==> config.mk <==
export PLATFORM = sky130hd
export DESIGN_NAME = ec_host_transaction_sequencer_unit
export DESIGN_NICKNAME = d
export VERILOG_FILES = /design/src/design/ecseq_pkg.sv /design/src/design/ecseq_step.sv /design/src/design/ecseq_out_buf.sv /design/src/design/ec_host_transaction_sequencer_unit.sv
export SDC_FILE = /design/constraint.sdc
export NUM_CORES = 1
export LEC_CHECK = 0
export ABC_AREA = 1
export BUFFER_PORTS_ARGS = -buffer_cell sky130_fd_sc_hd__buf_2
export CAP_MARGIN = 10
export CORE_MARGIN = 2
export CORE_UTILIZATION = 60
export CTS_BUF_LIST = sky130_fd_sc_hd__clkbuf_8
export DETAILED_ROUTE_END_ITERATION = 10
export PLACE_DENSITY = 0.8
export SYNTH_ARGS = -nofsm -noshare
export SYNTH_HDL_FRONTEND = slang
export SYNTH_SLANG_ARGS = --single-unit
export TNS_END_PERCENT = 30
==> constraint.sdc <==
create_clock -name clk -period 3.6 [get_ports clk]
set_clock_uncertainty 0.05 [all_clocks]
set_input_delay 0.36 -clock clk [delete_from_list [all_inputs] [get_ports clk]]
set_output_delay 0.36 -clock clk [all_outputs]
set_load 0.01 [all_outputs]
==> src/design/ecseq_pkg.sv <==
// Shared types and codes for the embedded controller host transaction sequencer.
// Holds the request and result payload structs, the phase encoding and the codes.
// No dependencies.
package ecseq_pkg;

  // Request actions
  localparam logic [2:0] ACT_READ      = 3'd0;
  localparam logic [2:0] ACT_WRITE     = 3'd1;
  localparam logic [2:0] ACT_BURST_ON  = 3'd2;
  localparam logic [2:0] ACT_BURST_OFF = 3'd3;
  localparam logic [2:0] ACT_QUERY     = 3'd4;
  localparam logic [2:0] ACT_CHECK     = 3'd5;
  localparam logic [2:0] ACT_PORT_BYTE = 3'd6;
  localparam logic [2:0] ACT_TICK      = 3'd7;

  // Result access kinds
  localparam logic [2:0] KIND_READ_STATUS = 3'd0;
  localparam logic [2:0] KIND_READ_DATA   = 3'd1;
  localparam logic [2:0] KIND_WRITE_CMD   = 3'd2;
  localparam logic [2:0] KIND_WRITE_DATA  = 3'd3;
  localparam logic [2:0] KIND_WAIT        = 3'd4;
  localparam logic [2:0] KIND_DONE        = 3'd5;

  // Outcomes on done
  localparam logic [1:0] OUT_OK      = 2'd0;
  localparam logic [1:0] OUT_TIMEOUT = 2'd1;
  localparam logic [1:0] OUT_BUSY    = 2'd2;

  // Controller command codes
  localparam logic [7:0] CMD_READ      = 8'h80;
  localparam logic [7:0] CMD_WRITE     = 8'h81;
  localparam logic [7:0] CMD_BURST_ON  = 8'h82;
  localparam logic [7:0] CMD_BURST_OFF = 8'h83;
  localparam logic [7:0] CMD_QUERY     = 8'h84;

  // Status flags
  localparam logic [7:0] FLAG_OBF     = 8'h01;
  localparam logic [7:0] FLAG_IBF     = 8'h02;
  localparam logic [7:0] FLAG_SCI_EVT = 8'h20;

  localparam logic [15:0] POLL_LIMIT_RESET = 16'd1000;

  typedef enum logic [8:0] {
    PH_IDLE  = 9'b000000001,
    PH_POLL0 = 9'b000000010,
    PH_TICK0 = 9'b000000100,
    PH_POLL1 = 9'b000001000,
    PH_TICK1 = 9'b000010000,
    PH_POLL2 = 9'b000100000,
    PH_TICK2 = 9'b001000000,
    PH_DATA  = 9'b010000000,
    PH_SCI   = 9'b100000000
  } phase_t;

  typedef struct packed {
    logic [2:0] action;
    logic [7:0] address;
    logic [7:0] value;
    logic [7:0] port_byte;
  } req_t;

  typedef struct packed {
    logic [2:0] access_kind;
    logic [7:0] access_byte;
    logic [1:0] outcome;
    logic       last;
  } rsp_t;

  typedef struct packed {
    phase_t      phase;
    logic [2:0]  operation;
    logic [7:0]  saved_address;
    logic [7:0]  saved_value;
    logic [15:0] polls_left;
  } seq_state_t;

  typedef struct packed {
    seq_state_t nxt;
    logic [1:0] count;
    rsp_t       r0;
    rsp_t       r1;
  } step_out_t;

  function automatic rsp_t mk_rsp(logic [2:0] kind, logic [7:0] byte_val,
                                  logic [1:0] outc);
    rsp_t r;
    r.access_kind = kind;
    r.access_byte = byte_val;
    r.outcome     = outc;
    r.last        = 1'b0;
    return r;
  endfunction

  function automatic logic [7:0] cmd_of(logic [2:0] op);
    logic [7:0] c;
    case (op)
      ACT_READ:      c = CMD_READ;
      ACT_WRITE:     c = CMD_WRITE;
      ACT_BURST_ON:  c = CMD_BURST_ON;
      ACT_BURST_OFF: c = CMD_BURST_OFF;
      ACT_QUERY:     c = CMD_QUERY;
      ACT_CHECK:     c = CMD_READ;
      default:       c = 8'h00;
    endcase
    return c;
  endfunction

endpackage

==> src/design/ecseq_step.sv <==
// Next-state and result logic for one request of the transaction sequencer.
// Purely combinational; uses ecseq_pkg types, codes and helper functions.
module ecseq_step (
  input  ecseq_pkg::seq_state_t cur,
  input  logic [15:0]           poll_limit,
  input  ecseq_pkg::req_t       req,
  output ecseq_pkg::step_out_t  res
);
  import ecseq_pkg::*;

  logic [1:0] stage;
  logic       obf_wait;
  logic       flag_ok;
  logic       op_rwc;
  logic       op_bq;
  step_out_t  s;

  assign op_rwc = (cur.operation == ACT_READ) || (cur.operation == ACT_WRITE) ||
                  (cur.operation == ACT_CHECK);
  assign op_bq  = (cur.operation == ACT_BURST_ON) || (cur.operation == ACT_QUERY);

  always_comb begin
    case (cur.phase)
      PH_POLL1: stage = 2'd1;
      PH_POLL2: stage = 2'd2;
      default:  stage = 2'd0;
    endcase
    case (stage)
      2'd1:    obf_wait = op_bq;
      2'd2:    obf_wait = (cur.operation == ACT_READ) || (cur.operation == ACT_CHECK);
      default: obf_wait = 1'b0;
    endcase
    flag_ok = obf_wait ? ((req.port_byte & FLAG_OBF) != 8'h00)
                       : ((req.port_byte & FLAG_IBF) == 8'h00);
  end

  always_comb begin
    s       = '0;
    s.nxt   = cur;
    s.count = 2'd0;
    if (req.action inside {[ACT_READ:ACT_CHECK]}) begin
      s.count = 2'd1;
      if (cur.phase != PH_IDLE) begin
        s.r0 = mk_rsp(KIND_DONE, 8'h00, OUT_BUSY);
      end else begin
        s.nxt.operation     = req.action;
        s.nxt.saved_address = req.address;
        s.nxt.saved_value   = req.value;
        s.r0                = mk_rsp(KIND_READ_STATUS, 8'h00, OUT_OK);
        if (req.action == ACT_QUERY) begin
          s.nxt.phase = PH_SCI;
        end else begin
          s.nxt.phase      = PH_POLL0;
          s.nxt.polls_left = poll_limit;
        end
      end
    end else if (req.action == ACT_PORT_BYTE) begin
      case (cur.phase)
        PH_SCI: begin
          s.count = 2'd1;
          if ((req.port_byte & FLAG_SCI_EVT) == 8'h00) begin
            s.nxt.phase = PH_IDLE;
            s.r0        = mk_rsp(KIND_DONE, 8'h00, OUT_OK);
          end else begin
            s.nxt.phase      = PH_POLL0;
            s.nxt.polls_left = poll_limit;
            s.r0             = mk_rsp(KIND_READ_STATUS, 8'h00, OUT_OK);
          end
        end
        PH_DATA: begin
          s.count     = 2'd1;
          s.nxt.phase = PH_IDLE;
          // keep the data byte only for read and query
          if ((cur.operation == ACT_READ) || (cur.operation == ACT_QUERY)) begin
            s.r0 = mk_rsp(KIND_DONE, req.port_byte, OUT_OK);
          end else begin
            s.r0 = mk_rsp(KIND_DONE, 8'h00, OUT_OK);
          end
        end
        PH_POLL0, PH_POLL1, PH_POLL2: begin
          if (flag_ok) begin
            case (stage)
              2'd0: begin
                if (cur.operation inside {[ACT_READ:ACT_CHECK]}) begin
                  s.count          = 2'd2;
                  s.r0             = mk_rsp(KIND_WRITE_CMD, cmd_of(cur.operation), OUT_OK);
                  s.r1             = mk_rsp(KIND_READ_STATUS, 8'h00, OUT_OK);
                  s.nxt.phase      = PH_POLL1;
                  s.nxt.polls_left = poll_limit;
                end else begin
                  s.count     = 2'd1;
                  s.r0        = mk_rsp(KIND_DONE, 8'h00, OUT_OK);
                  s.nxt.phase = PH_IDLE;
                end
              end
              2'd1: begin
                if (op_rwc) begin
                  s.count = 2'd2;
                  s.r0    = mk_rsp(KIND_WRITE_DATA,
                                   (cur.operation == ACT_CHECK) ? 8'h00 : cur.saved_address,
                                   OUT_OK);
                  s.r1             = mk_rsp(KIND_READ_STATUS, 8'h00, OUT_OK);
                  s.nxt.phase      = PH_POLL2;
                  s.nxt.polls_left = poll_limit;
                end else if (op_bq) begin
                  s.count     = 2'd1;
                  s.r0        = mk_rsp(KIND_READ_DATA, 8'h00, OUT_OK);
                  s.nxt.phase = PH_DATA;
                end else begin
                  s.count     = 2'd1;
                  s.r0        = mk_rsp(KIND_DONE, 8'h00, OUT_OK);
                  s.nxt.phase = PH_IDLE;
                end
              end
              default: begin
                if (cur.operation == ACT_WRITE) begin
                  s.count     = 2'd2;
                  s.r0        = mk_rsp(KIND_WRITE_DATA, cur.saved_value, OUT_OK);
                  s.r1        = mk_rsp(KIND_DONE, 8'h00, OUT_OK);
                  s.nxt.phase = PH_IDLE;
                end else if ((cur.operation == ACT_READ) ||
                             (cur.operation == ACT_CHECK)) begin
                  s.count     = 2'd1;
                  s.r0        = mk_rsp(KIND_READ_DATA, 8'h00, OUT_OK);
                  s.nxt.phase = PH_DATA;
                end else begin
                  s.count     = 2'd1;
                  s.r0        = mk_rsp(KIND_DONE, 8'h00, OUT_OK);
                  s.nxt.phase = PH_IDLE;
                end
              end
            endcase
          end else if (cur.polls_left == 16'd0) begin
            s.count     = 2'd1;
            s.r0        = mk_rsp(KIND_DONE, 8'h00, OUT_TIMEOUT);
            s.nxt.phase = PH_IDLE;
          end else begin
            s.count          = 2'd1;
            s.r0             = mk_rsp(KIND_WAIT, 8'h00, OUT_OK);
            s.nxt.polls_left = cur.polls_left - 16'd1;
            case (cur.phase)
              PH_POLL1: s.nxt.phase = PH_TICK1;
              PH_POLL2: s.nxt.phase = PH_TICK2;
              default:  s.nxt.phase = PH_TICK0;
            endcase
          end
        end
        default: ;
      endcase
    end else begin
      // tick: re-read status only when a wait is pending
      case (cur.phase)
        PH_TICK0: begin
          s.count     = 2'd1;
          s.nxt.phase = PH_POLL0;
          s.r0        = mk_rsp(KIND_READ_STATUS, 8'h00, OUT_OK);
        end
        PH_TICK1: begin
          s.count     = 2'd1;
          s.nxt.phase = PH_POLL1;
          s.r0        = mk_rsp(KIND_READ_STATUS, 8'h00, OUT_OK);
        end
        PH_TICK2: begin
          s.count     = 2'd1;
          s.nxt.phase = PH_POLL2;
          s.r0        = mk_rsp(KIND_READ_STATUS, 8'h00, OUT_OK);
        end
        default: ;
      endcase
    end
    s.r0.last = (s.count == 2'd1);
    s.r1.last = (s.count == 2'd2);
  end

  assign res = s;

endmodule

==> src/design/ecseq_out_buf.sv <==
// Two-slot result buffer: takes one or two results at once, hands them out in order.
// Uses ecseq_pkg for the result payload type.
module ecseq_out_buf (
  input  logic              clk,
  input  logic              rst,
  input  logic              load,
  input  logic [1:0]        count,
  input  ecseq_pkg::rsp_t   r0,
  input  ecseq_pkg::rsp_t   r1,
  output logic              can_load,
  output logic              rsp_valid,
  input  logic              rsp_stall,
  output ecseq_pkg::rsp_t   rsp
);
  import ecseq_pkg::*;

  rsp_t       slot0;
  rsp_t       slot1;
  logic [1:0] cnt;
  logic       pop;

  assign pop       = (cnt != 2'd0) && !rsp_stall;
  assign can_load  = (cnt == 2'd0) || ((cnt == 2'd1) && pop);
  assign rsp_valid = (cnt != 2'd0);
  assign rsp       = slot0;

  always_ff @(posedge clk) begin
    if (rst) begin
      cnt <= 2'd0;
    end else if (load && (count != 2'd0)) begin
      cnt <= count;
    end else if (pop) begin
      cnt <= cnt - 2'd1;
    end
  end

  always_ff @(posedge clk) begin
    if (load && (count != 2'd0)) begin
      slot0 <= r0;
      slot1 <= r1;
    end else if (pop) begin
      slot0 <= slot1;
    end
  end

endmodule

==> src/design/ec_host_transaction_sequencer_unit.sv <==
// Top level of the embedded controller host transaction sequencer.
// Depends on ecseq_pkg, ecseq_step and ecseq_out_buf.
//
//   channel | signals                     | direction | payload
//   --------+-----------------------------+-----------+------------------------
//   req     | req_valid, req_stall, req   | in        | action/address/value/port_byte
//   rsp     | rsp_valid, rsp_stall, rsp   | out       | access_kind/access_byte/outcome/last
//   cfg     | cfg_valid, cfg_ready, cfg_data | in     | poll_limit (16 bits)
//
// One request per cycle unless req stalls; a taken request waits in the input register
// until it fires into the result buffer. rsp hands out one result per cycle unless it
// stalls, so a request with two results holds the two-slot result buffer until both leave.
// rst clears the phase to idle, the saved fields to zero and poll_limit to 1000.
// A stall on rsp holds the buffer; req stalls only while the input register cannot advance.
module ec_host_transaction_sequencer_unit (
  input  logic             clk,
  input  logic             rst,
  input  logic             req_valid,
  output logic             req_stall,
  input  ecseq_pkg::req_t  req,
  output logic             rsp_valid,
  input  logic             rsp_stall,
  output ecseq_pkg::rsp_t  rsp,
  input  logic             cfg_valid,
  output logic             cfg_ready,
  input  logic [15:0]      cfg_data
);
  import ecseq_pkg::*;

  logic        req_vld;
  req_t        req_q;
  seq_state_t  state;
  logic [15:0] poll_limit;
  step_out_t   step;
  logic        can_load;
  logic        fire;
  logic        take;

  assign cfg_ready = 1'b1;
  assign fire      = req_vld && ((step.count == 2'd0) || can_load);
  assign req_stall = req_vld && !fire;
  assign take      = req_valid && !req_stall;

  always_ff @(posedge clk) begin
    if (rst) begin
      poll_limit <= POLL_LIMIT_RESET;
    end else if (cfg_valid && cfg_ready) begin
      poll_limit <= cfg_data;
    end
  end

  always_ff @(posedge clk) begin
    if (rst) begin
      req_vld <= 1'b0;
    end else if (take) begin
      req_vld <= 1'b1;
    end else if (fire) begin
      req_vld <= 1'b0;
    end
  end

  always_ff @(posedge clk) begin
    if (take) begin
      req_q <= req;
    end
  end

  always_ff @(posedge clk) begin
    if (rst) begin
      state.phase         <= PH_IDLE;
      state.operation     <= 3'd0;
      state.saved_address <= 8'h00;
      state.saved_value   <= 8'h00;
      state.polls_left    <= 16'd0;
    end else if (fire) begin
      state <= step.nxt;
    end
  end

  ecseq_step u_step (
    .cur        (state),
    .poll_limit (poll_limit),
    .req        (req_q),
    .res        (step)
  );

  ecseq_out_buf u_out_buf (
    .clk       (clk),
    .rst       (rst),
    .load      (fire),
    .count     (step.count),
    .r0        (step.r0),
    .r1        (step.r1),
    .can_load  (can_load),
    .rsp_valid (rsp_valid),
    .rsp_stall (rsp_stall),
    .rsp       (rsp)
  );

endmodule

; Word level (Yosys, flattened, before mapping)
; Cells that the tools add are included.
; Widths: inputs -> output; s select.
[word_totals]
register_bits = 118
latch_bits = 0
mem_bits_rw = 0
rom_bits = 0
inputBits = 48
out_inout_bits = 17
word_cells = 149
memories = 0
[op_classes]
addsub = 2
n_mul = 0
div = 0
n_lt_le_gt_ge = 4
n_eq_ne = 29
shifts = 0
mux = 51
bitwise_logic = 4
reduce_logical = 39
[op_table]
columns = op, n
row1 = $mux 16, 10
row2 = $mux 14, 7
row3 = $mux 32, 2
row4 = $pmux 16 s2, 2
row5 = $pmux 30 s2, 1
row6 = $pmux 9 s3, 2
row7 = $pmux 16 s3, 1
row8 = $mux 44, 1
row9 = $mux 8, 5
row10 = $pmux 8 s5, 1
row11 = $mux 9, 4
row12 = $pmux 9 s2, 1
row13 = $logic_not 16->1, 1
row14 = $logic_not 8->1, 2
row15 = $sub 16x1->16 const B, 1
row16 = $mux 15, 1
row17 = $ne 5x5->1 const B, 3
row18 = $pmux 7 s2, 1
row19 = $eq 3x3->1 const B, 4
row20 = $mux 12, 1
row21 = $mux 11, 1
row22 = $reduce_and 10->1, 1
row23 = $reduce_bool 2->1, 5
row24 = $eq 9x2->1 const B, 1
row25 = other kinds (38), 70

; Logic depth before layout (Yosys ltp)
; Gate-level depths: netlist of the first run.
[depth]
ltp_word = 17
mapped_depth = 20
mapped_depth_nobuf = 19

; By module
; From an unflattened synthesis of the first run, not the netlist that was laid out.
[hier_totals]
hier_cells = 1119
hier_area_um2 = 7763.7
[by_module_without_submodules]
columns = mod, instances, cells_each, area_per_inst_um2
row1 = ec_host_transaction_sequencer_unit, 1, 396, 3362.0
row2 = ecseq_step, 1, 622, 3181.8
row3 = ecseq_out_buf, 1, 101, 1219.9

; Worst setup path after synthesis of the first run
; Ideal clock, no wire load.
[synth_timing]
kind = flip-flop to flip-flop
startpoint = reg state[41] (netlist name)
endpoint = reg req_q[0] (netlist name) (enable)
setup_time_ns = 0.382
arrival_ns = 2.467
setup_slack_ns = 0.701
stages_incl_launch_ff = 15
synth_period_minus_slack_ns = 2.899
cell_sequence = dfxtp_1 -> nor2_1 -> nand2_1 -> nor2_1 -> nand2_1 -> inv_1 -> ha_1 -> nor2_1 -> nand2_1 -> o211ai_1 -> nand4_1 -> nand2_2 -> nand3_1 -> nand2_1 -> inv_1
[synth_between]
elab_chain_cells = 16
word_cells_on_any_way = 29
classes_between = eq/ne: 10 / mux: 9 / reduce/logical: 10
[synth_lines]
columns = item, line
row1 = "start, declared", ec_host_transaction_sequencer_unit.sv:32  ; seq_state_t state;
row2 = "start signal, assigned", ec_host_transaction_sequencer_unit.sv:76  ; state <= step.nxt;
row3 = $eq 9x6->1 / $eq 9x4->1 (equally long branches), "ecseq_step.sv:23, ecseq_step.sv:58"
row4 = $pmux 2 s2, ecseq_step.sv:23  ; case (cur.phase)
row5 = $eq 2x2->1 / $eq 2x1->1 (equally long branches), "ecseq_step.sv:28, ecseq_step.sv:82"
row6 = $pmux 1 s2, ecseq_step.sv:28  ; case (stage)
row7 = $mux 1, ecseq_step.sv:33  ; flag_ok = obf_wait ? ((req.port_byte & FLAG_OBF) != 8'h00)
row8 = $mux 32, ecseq_step.sv:81  ; if (flag_ok) begin
row9 = $pmux 16 s3, ecseq_step.sv:58  ; case (cur.phase)
row10 = $mux 16 (*), ecseq_step.sv:57  ; end else if (req.action == ACT_PORT_BYTE) begin
row11 = $mux 32 (*), ecseq_step.sv:41  ; if (req.action inside {[ACT_READ:ACT_CHECK]}) begin
row12 = $logic_not 2->1 (*), ec_host_transaction_sequencer_unit.sv:40  ; assign fire = req_vld && ((step.count == 2'd0) || can_load);
row13 = $logic_or 1x1->1 (*), ec_host_transaction_sequencer_unit.sv:40
row14 = $logic_and 1x1->1 (*), ec_host_transaction_sequencer_unit.sv:40
row15 = $logic_not 1->1 (*), ec_host_transaction_sequencer_unit.sv:41  ; assign req_stall = req_vld && !fire;
row16 = $logic_and 1x1->1 (*), ec_host_transaction_sequencer_unit.sv:41
row17 = $logic_not 1->1 (*), ec_host_transaction_sequencer_unit.sv:42  ; assign take = req_valid && !req_stall;
row18 = $logic_and 1x1->1 (*), ec_host_transaction_sequencer_unit.sv:42
row19 = via take, ec_host_transaction_sequencer_unit.sv:37  ; logic take;
row20 = "end signal, assigned", ec_host_transaction_sequencer_unit.sv:64  ; req_q <= req;
row21 = "end, declared", ec_host_transaction_sequencer_unit.sv:31  ; req_t req_q;
; Mark *: on every way through the listed nets, which the timed path passes. The rest lies on a longest branch.
; A chain may end at the register's enable or synchronous reset.

; Worst setup path in the final report of the first run
[layout_timing]
startpoint = reg state[40] (netlist name)
endpoint = out req_stall
[layout_between]
elab_chain_cells = 14
word_cells_on_any_way = 27
classes_between = eq/ne: 10 / mux: 9 / reduce/logical: 8
[layout_lines]
columns = item, line
row1 = $eq 9x6->1 / $eq 9x4->1 (equally long branches), "ecseq_step.sv:23, ecseq_step.sv:58"
row2 = $pmux 2 s2, ecseq_step.sv:23
row3 = $eq 2x2->1 / $eq 2x1->1 (equally long branches), "ecseq_step.sv:28, ecseq_step.sv:82"
row4 = $pmux 1 s2, ecseq_step.sv:28
row5 = $mux 1, ecseq_step.sv:33
row6 = $mux 32, ecseq_step.sv:81
row7 = $pmux 16 s3, ecseq_step.sv:58
row8 = $mux 16 (*), ecseq_step.sv:57
row9 = $mux 32 (*), ecseq_step.sv:41
row10 = $logic_not 2->1 (*), ec_host_transaction_sequencer_unit.sv:40
row11 = $logic_or 1x1->1 (*), ec_host_transaction_sequencer_unit.sv:40
row12 = $logic_and 1x1->1 (*), ec_host_transaction_sequencer_unit.sv:40
row13 = $logic_not 1->1 (*), ec_host_transaction_sequencer_unit.sv:41
row14 = $logic_and 1x1->1 (*), ec_host_transaction_sequencer_unit.sv:41
row15 = "end, declared", ec_host_transaction_sequencer_unit.sv:19  ; output logic req_stall,
; Mark *: on every way between the ends. The rest lies on a longest branch, timed or not.

==> results of run 1 <==
==> state kept, by name (all words and copies together), names as in the netlist <==
signal / count
req_q: 27
u_out_buf.rsp: 14
state: 44
req_vld: 1
u_out_buf.slot1: 2
u_out_buf.cnt: 2
poll_limit: 16
==> worst max path at each step <==
stage / from / end / slack, ps / cells past startpoint
floorplan: state[41]$_SDFFE_PP0P_ / req_q[0]$_DFFE_PP_ / 700 / 14
global placement: state[38]$_SDFFE_PP0P_ / state[32]$_SDFFE_PP0P_ / 440 / 14
detailed placement: state[40]$_SDFFE_PP0P_ / state[32]$_SDFFE_PP0P_ / 280 / 15
CTS: state[40]$_SDFFE_PP0P_ / req_stall / 120 / 13
global route: state[40]$_SDFFE_PP0P_ / req_stall / -50 / 15
finish: state[40]$_SDFFE_PP0P_ / req_stall / 270 / 15
==> stage by stage <==
step                      utilization  hold slack, ps  power [uW]
final                           0.672            97.0        3660
after global routing            0.672            75.5        3910
after CTS                       0.671            87.7        3660
after detailed placement        0.649             397        2910
after global placement          0.649             397        2870
after floorplan                     -             380        2590
==> placed cells by master, fill, tap and decap left out, types with 2 or more instances in the layout <==
master	instances
o21bai_1	4
nand3_4	3
inv_8	2
nand3_1	63
xnor2_1	2
nor2_2	3
nand2_4	3
nand2_2	8
ha_1	6
a21oi_1	36
xor2_1	8
o21ai_0	34
o21ai_1	3
clkinv_8	2
buf_2	63
dfxtp_1	63
nand4_1	27
o211ai_1	5
o22ai_1	3
nand3_2	4
inv_1	82
nand2_1	168
edfxtp_1	43
buf_4	6
nor2_1	114
clkbuf_8	9
nor3_1	13
inv_2	3
nor3_2	2
==> routing by layer <==
metal | track usage | wire [um]
met4 | 0.0927 | 269
met3 | 0.0501 | 887
met2 | 0.429 | 6020
met5 | 0 | 0
met1 | 0.393 | 6050
==> kinds of logic after synthesis <==
group | count (synthesis) | share of synthesized area
XOR/XNOR | 10 | 0.0158
flip-flops | 106 | 0.461
adder cells (fa/ha/maj) | 6 | 0.0135
other | 1 | 0.000677
AO/OA/AOI/OAI | 89 | 0.0869
buffers and inverters | 110 | 0.0822
AND/OR/NAND/NOR | 414 | 0.340
==> worst max-delay path, cell delays in order, from the launching register on <==
cell and delay, ps:
dfxtp_1 350, nor2_1 140, nand2_1 140, nor2_1 160
nand2_1 170, ha_1 360, nor2_2 190, inv_1 100
o211ai_1 210, nand2_1 80, nand3_1 80, nand2_1 100
nand2_2 130, nand3_1 120, inv_1 80, buf_2 120
==> where the power goes <==
part	internal [uW]	switching, uW	leakage [uW]	total [uW]
Sequential	1440	103	0.000933	1540
Clock	277	473	0.0000994	750
Combinational	444	929	0.00180	1370
Total	2160	1500	0.00283	3660
==> cell type report <==
cell class	count	share of cell area
clock buffer	9	0.0202
clock inverter	7	0.0131
inverter	86	0.0528
multi-input combinational	520	0.415
sequential	106	0.417
tap	111	0.0227
timing repair buffer	69	0.0589
==> timing repair <==
| item | in CTS | in global routing |
|---|---|---|
| setup buffers | 0 | 0 |
| gates resized for setup | 0 | 2 |
| setup endpoints to repair | 0 | 40 |
==> summary.txt, run 1 <==
CTS buffer count = 9
GR Util All Layers = 0.276
Die area = 10000 sq um
Asr flop ratio synth = 0
Leak = 0.00283 uW
Hold Violations, Final = 0
Post-synth top area share = 0.233
WP data required = 3190 ps
Initial antenna violation count = 0
Avg Synthesized Cell Area = 7.53 sq um
Finished Layout Cells = 908
Reg-to-reg setup timing slack = 290 ps
Main flop type after synthesis = dfxtp_1
CTS Sinks = 106
Yosys Warn Count = 0
Synthesized cell area = 5540 sq um
Footprint of the multi-input gates = 2540 sq um
Initial DRC count = 370
Root Buffer = clkbuf_8
Vias in the first global route = 4656
Global-route wire length before repair = 22000 um
Peak supply drop = 0.000325 V
Vias per cell = 5.51
Worst r2r src = state[40]$_SDFFE_PP0P_
Power Dens Cells = 599 nW/um^2
Ports = 65
Overflow after GRT = 0
PnR worst setup slack = 268 ps
Final net count = 846
Fin crit share = 0.926
Max cap viols = 0
Outcome = complete, no violations
Hold buffer count at CTS = 0
Diode count = 0
Area Growth Syn to Fin = 10.4%
Cell Rows = 35
Worst-path maximum fanout = 7
Post-synth net total = 790
Cell taking the most area after synthesis = edfxtp_1
Worst r2r dst = state[32]$_SDFFE_PP0P_
Endpoint class of the critical path = output pin
Clk buf depth = 2
FMAX = 0.300 GHz
RSZ-0062 raised after global routing = yes
Slew @ Worst Pin = 989 ps
Final setup fails = 0
Tmin final = 3330 ps
Yosys cell types = 41
Place WS = 283 ps
Worst Hold End = req_q[3]$_DFFE_PP_
Die width = 100 um
Rel. slew slack = 0.340
Synth top area cells = edfxtp_1 23%, dfxtp_1 23%, nand2_1 11%, nor2_1 7.8%, nand3_1 5.7%
DRC = 0
Post-synth EDFFs = 43
CTS tree = yes
Hold depth = 1
DRT Wirelength = 13200 um
H-tree Lvls = 3
Setup TNS = 0 ps
Largest net degree at the start of global routing = 33
Most frequent cell after synthesis = nand2_1
Placed inst area = 5910 sq um
Mapped Cells = 736
Clock transition at path regs = 120 ps
#FFs+latches synth = 106
Share of layout cells above drive strength 1 = 0.144
Slew Viols, Final = 0
Fin area = 6120 sq um
Worst skew pair latency = 380 ps
Register area share after synthesis = 0.461
RePlAce Congestion = 0.956
Routed length per instance = 14.6 um
Die Ht = 100 um
Worst setup SP type = register
Vias = 5007
Hpwl dp = 9730 um
Placed cells = 892
Worst hold start = req[3]
Routed Antenna Nets = 0
Initial core utilization = 0.608
Worst Reg-to-Reg Cells = 17
Synth cell count leaders = 169 x nand2_1, 115 x nor2_1, 82 x inv_1
IO buf count = 63
Crit Path Category = reg -> out
Worst hold path type = in -> reg
CORE AREA = 9110 sq um
Drt pass-1 iters = 5
CP arrival = 2920 ps
Register area = 2550 sq um
Filler cells = 818
Note: power is estimated with default switching activity, not from simulation.
==> run 2: changes to the inputs <==
PLACE_DENSITY = 0.78   (was 0.8)
SYNTH_HIERARCHICAL = 1   (was not set)
==> run 2 against run 1 <==
Against the previous run:
- sequential power grew 10%
- first-iteration DRC count grew to 2.6 times the previous value
- combinational power grew 3%
- total power grew 18%
- area after synthesis grew 40%
- cell count grew 50%
- worst setup slack lost 69 ps
- largest cell class is now multi-input combinational cells
- die area grew 38%
- largest power group unchanged
==> summary.txt, run 2 <==
Clk buf depth = 2 (unchanged)
Place WS = 124 ps (-159 ps)
Final setup fails = 0 (unchanged)
Avg Synthesized Cell Area = 6.94 sq um (-7.9%)
Ports = 65 (unchanged)
CP max stage cell = dfxtp_1
#FFs+latches synth = 118 (+11%)
CP arrival = 2990 ps (+70 ps)
Highest Signal Layer = met4
Share of layout cells above drive strength 1 = 0.148 (+0.00361)
RSZ-0062 raised after global routing = no
GR Util All Layers = 0.302 (+0.0257)
Post-synth EDFFs = 55 (+28%)
Diode count = 0 (unchanged)
Vias = 7649 (+53%)
Initial DRC count = 970 (+160%)
Worst setup SP type = register
Leak = 0.00414 uW (+46%)
Largest net degree at the start of global routing = 88 (+170%)
Power Dens Cells = 501 nW/um^2 (-16%)
Outcome = complete, no violations
Initial antenna violation count = 0 (unchanged)
Slew Viols, Final = 0 (unchanged)
Largest regs = state: 44 flops, req_q: 27 flops, poll_limit: 16 flops
Slew @ Worst Pin = 1060 ps (+73.0 ps)
DRC = 0 (unchanged)
Max cap viols = 0 (unchanged)
Area Growth Syn to Fin = 11.3%
DRT Wirelength = 20600 um (+56%)
Initial core utilization = 0.615 (+0.00683)
Setup TNS = 0 ps (unchanged)
Most frequent cell after synthesis = nand2_1
CTS tree = yes
Hold Violations, Final = 0 (unchanged)
CORE AREA = 12600 sq um (+39%)
Worst-path maximum fanout = 6 (-1)
FMAX = 0.294 GHz (-2.0%)
Synth cell count leaders = 238 x nand2_1, 149 x inv_1, 135 x nand3_1
Synth top area cells = edfxtp_1 21%, dfxtp_1 16%, nand2_1 12%, nand3_1 8.7%, inv_1 7.2%
Mapped Cells = 1119 (+52%)
Global-route wire length before repair = 33600 um (+53%)
Peak supply drop = 0.000448 V (+38%)
RePlAce Congestion = 0.960 (+0.37%)
Yosys Warn Count = 6 (+6)
Synthesized cell area = 7760 sq um (+40%)
Die width = 118 um (+18%)
CTS Sinks = 118 (+11%)
Endpoint class of the critical path = output pin
Cell Rows = 41 (+17%)
Die area = 13900 sq um (+38%)
Register area = 2920 sq um (+14%)
Asr flop ratio synth = 0 (unchanged)
Vias in the first global route = 6976 (+50%)
Length of routed met2 wiring = 9180 um (+53%)
Routed length per instance = 15.1 um (+3.9%)
Filler cells = 1123 (+37%)
Worst hold margin = 38.6 ps (-58.5 ps)
Tmin final = 3400 ps (+69.2 ps)
Commonest non-fill, non-tap cell in the layout = nand2_1
H-tree Lvls = 4 (+1)
Worst hold path type = in -> reg
Crit Path Category = reg -> out
Top delay family on crit path = simple AND/OR/NAND/NOR gates
Register area share after synthesis = 0.375 (-0.0854)
Root Buffer = clkbuf_8
Footprint of the multi-input gates = 3970 sq um (+57%)
Hpwl dp = 14100 um (+45%)
Largest register by flop count = state
Fin crit share = 0.945 (+0.0192)
WP data required = 3190 ps (about the same)
CTS buffer count = 17 (+8)
PnR worst setup slack = 199 ps (-69.2 ps)
Die Ht = 118 um (+18%)
IO buf count = 63 (unchanged)
Drt pass-1 iters = 5 (unchanged)
Clock transition at path regs = 80 ps (-40 ps)
Most frequent cells in the layout = 237 x nand2_1, 148 x inv_1, 134 x nand3_1
Overflow after GRT = 0 (unchanged)
Crit path buf inv count = 5 (+2)
Main flop type after synthesis = dfxtp_1
Cell taking the most area after synthesis = edfxtp_1
Metal3 WL = 1920 um (+120%)
Max FFs per register = 44 (unchanged)
Worst skew pair latency = 440 ps (+60 ps)
WL met1 = 9040 um (+49%)
Post-synth top area share = 0.213 (-0.0203)
Vias per cell = 5.62 (+1.8%)
Crit-path cells = nor2_2 -> nand2_2 -> nor2_4 -> nand2_4 -> ha_1 -> buf_4 -> nand2_1 -> nand2_1 -> nand2_2 -> inv_1 -> o21ai_2 -> nor3_4 -> buf_4 -> or2_2 -> nand3_2 -> inv_1 -> buf_2
CP max stage delay = 330 ps (-30 ps)
Yosys cell types = 44 (+7.3%)
Final net count = 1231 (+46%)
Rel. slew slack = 0.287 (-0.0523)
Routed Antenna Nets = 0 (unchanged)
-- run 2: final timing paths --
check	end	slack, ps	startpoint	cells after the start
max	req_stall	200	state[35]$_SDFFE_PP1P_	17
min	req_q[20]$_DFFE_PP_	40	req[20]	1
max reg2reg	u_out_buf/rsp[5]$_DFFE_PP_	380	state[35]$_SDFFE_PP1P_	19
min reg2reg	poll_limit[9]$_SDFFE_PP1P_	460	poll_limit[9]$_SDFFE_PP1P_	2
-- run 2: layout make-up --
type,count,share of cell area
clock inverters,15,0.0178
inverters,156,0.0678
flip-flops and latches,118,0.337
clock buffers,17,0.0271
multi-input cells,792,0.460
repair buffers,92,0.0652
well taps,172,0.0249
-- run 2: report_power, final --
| part | internal, uW | switching [uW] | leakage [uW] | total (uW) |
|---|---|---|---|---|
| clock network | 616 | 594 | 0.000196 | 1210 |
| registers | 1570 | 131 | 0.00105 | 1700 |
| logic | 494 | 919 | 0.00290 | 1410 |
-- run 2: timing repair --
action / 4_1_cts / 5_1_grt
gates resized for setup: 2 / 11
pin swaps: 0 / 5
buffers inserted: 0 / 5
setup endpoints to repair: 1 / 35
hold buffers: 0 / 2
hold endpoints to repair: 0 / 2
-- run 2: routing by layer --
| metal | vias up | global-route usage |
|---|---|---|
| li1 | 3765 | - |
| met1 | 3462 | 0.418 |
| met2 | 384 | 0.464 |
| met3 | 38 | 0.0635 |
| met4 | 0 | 0.117 |
| met5 | - | 0 |
-- run 2: per-stage QoR --
step                      cell area (sq um)  power (uW)  utilization  cells
after floorplan                        7800        2770            -   1129
after global placement                 8140        3060        0.645   1323
after detailed placement               8140        3080        0.645   1323
after CTS                              8540        4290        0.677   1355
after global routing                   8640        4610        0.685   1362
final                                  8640        4320        0.685   1362
-- run 2: cells by family (layout without fill, tap and decap cells) --
logic type	after synthesis	in the layout	share of synthesized area
compound gates	183	183	0.133
xor+xnor	11	11	0.0124
fa+ha+maj	6	6	0.00967
other cells	2	12	0.000967
simple gates	564	564	0.323
buf+inv	219	280	0.125
flops	118	118	0.375
mux	16	16	0.0206
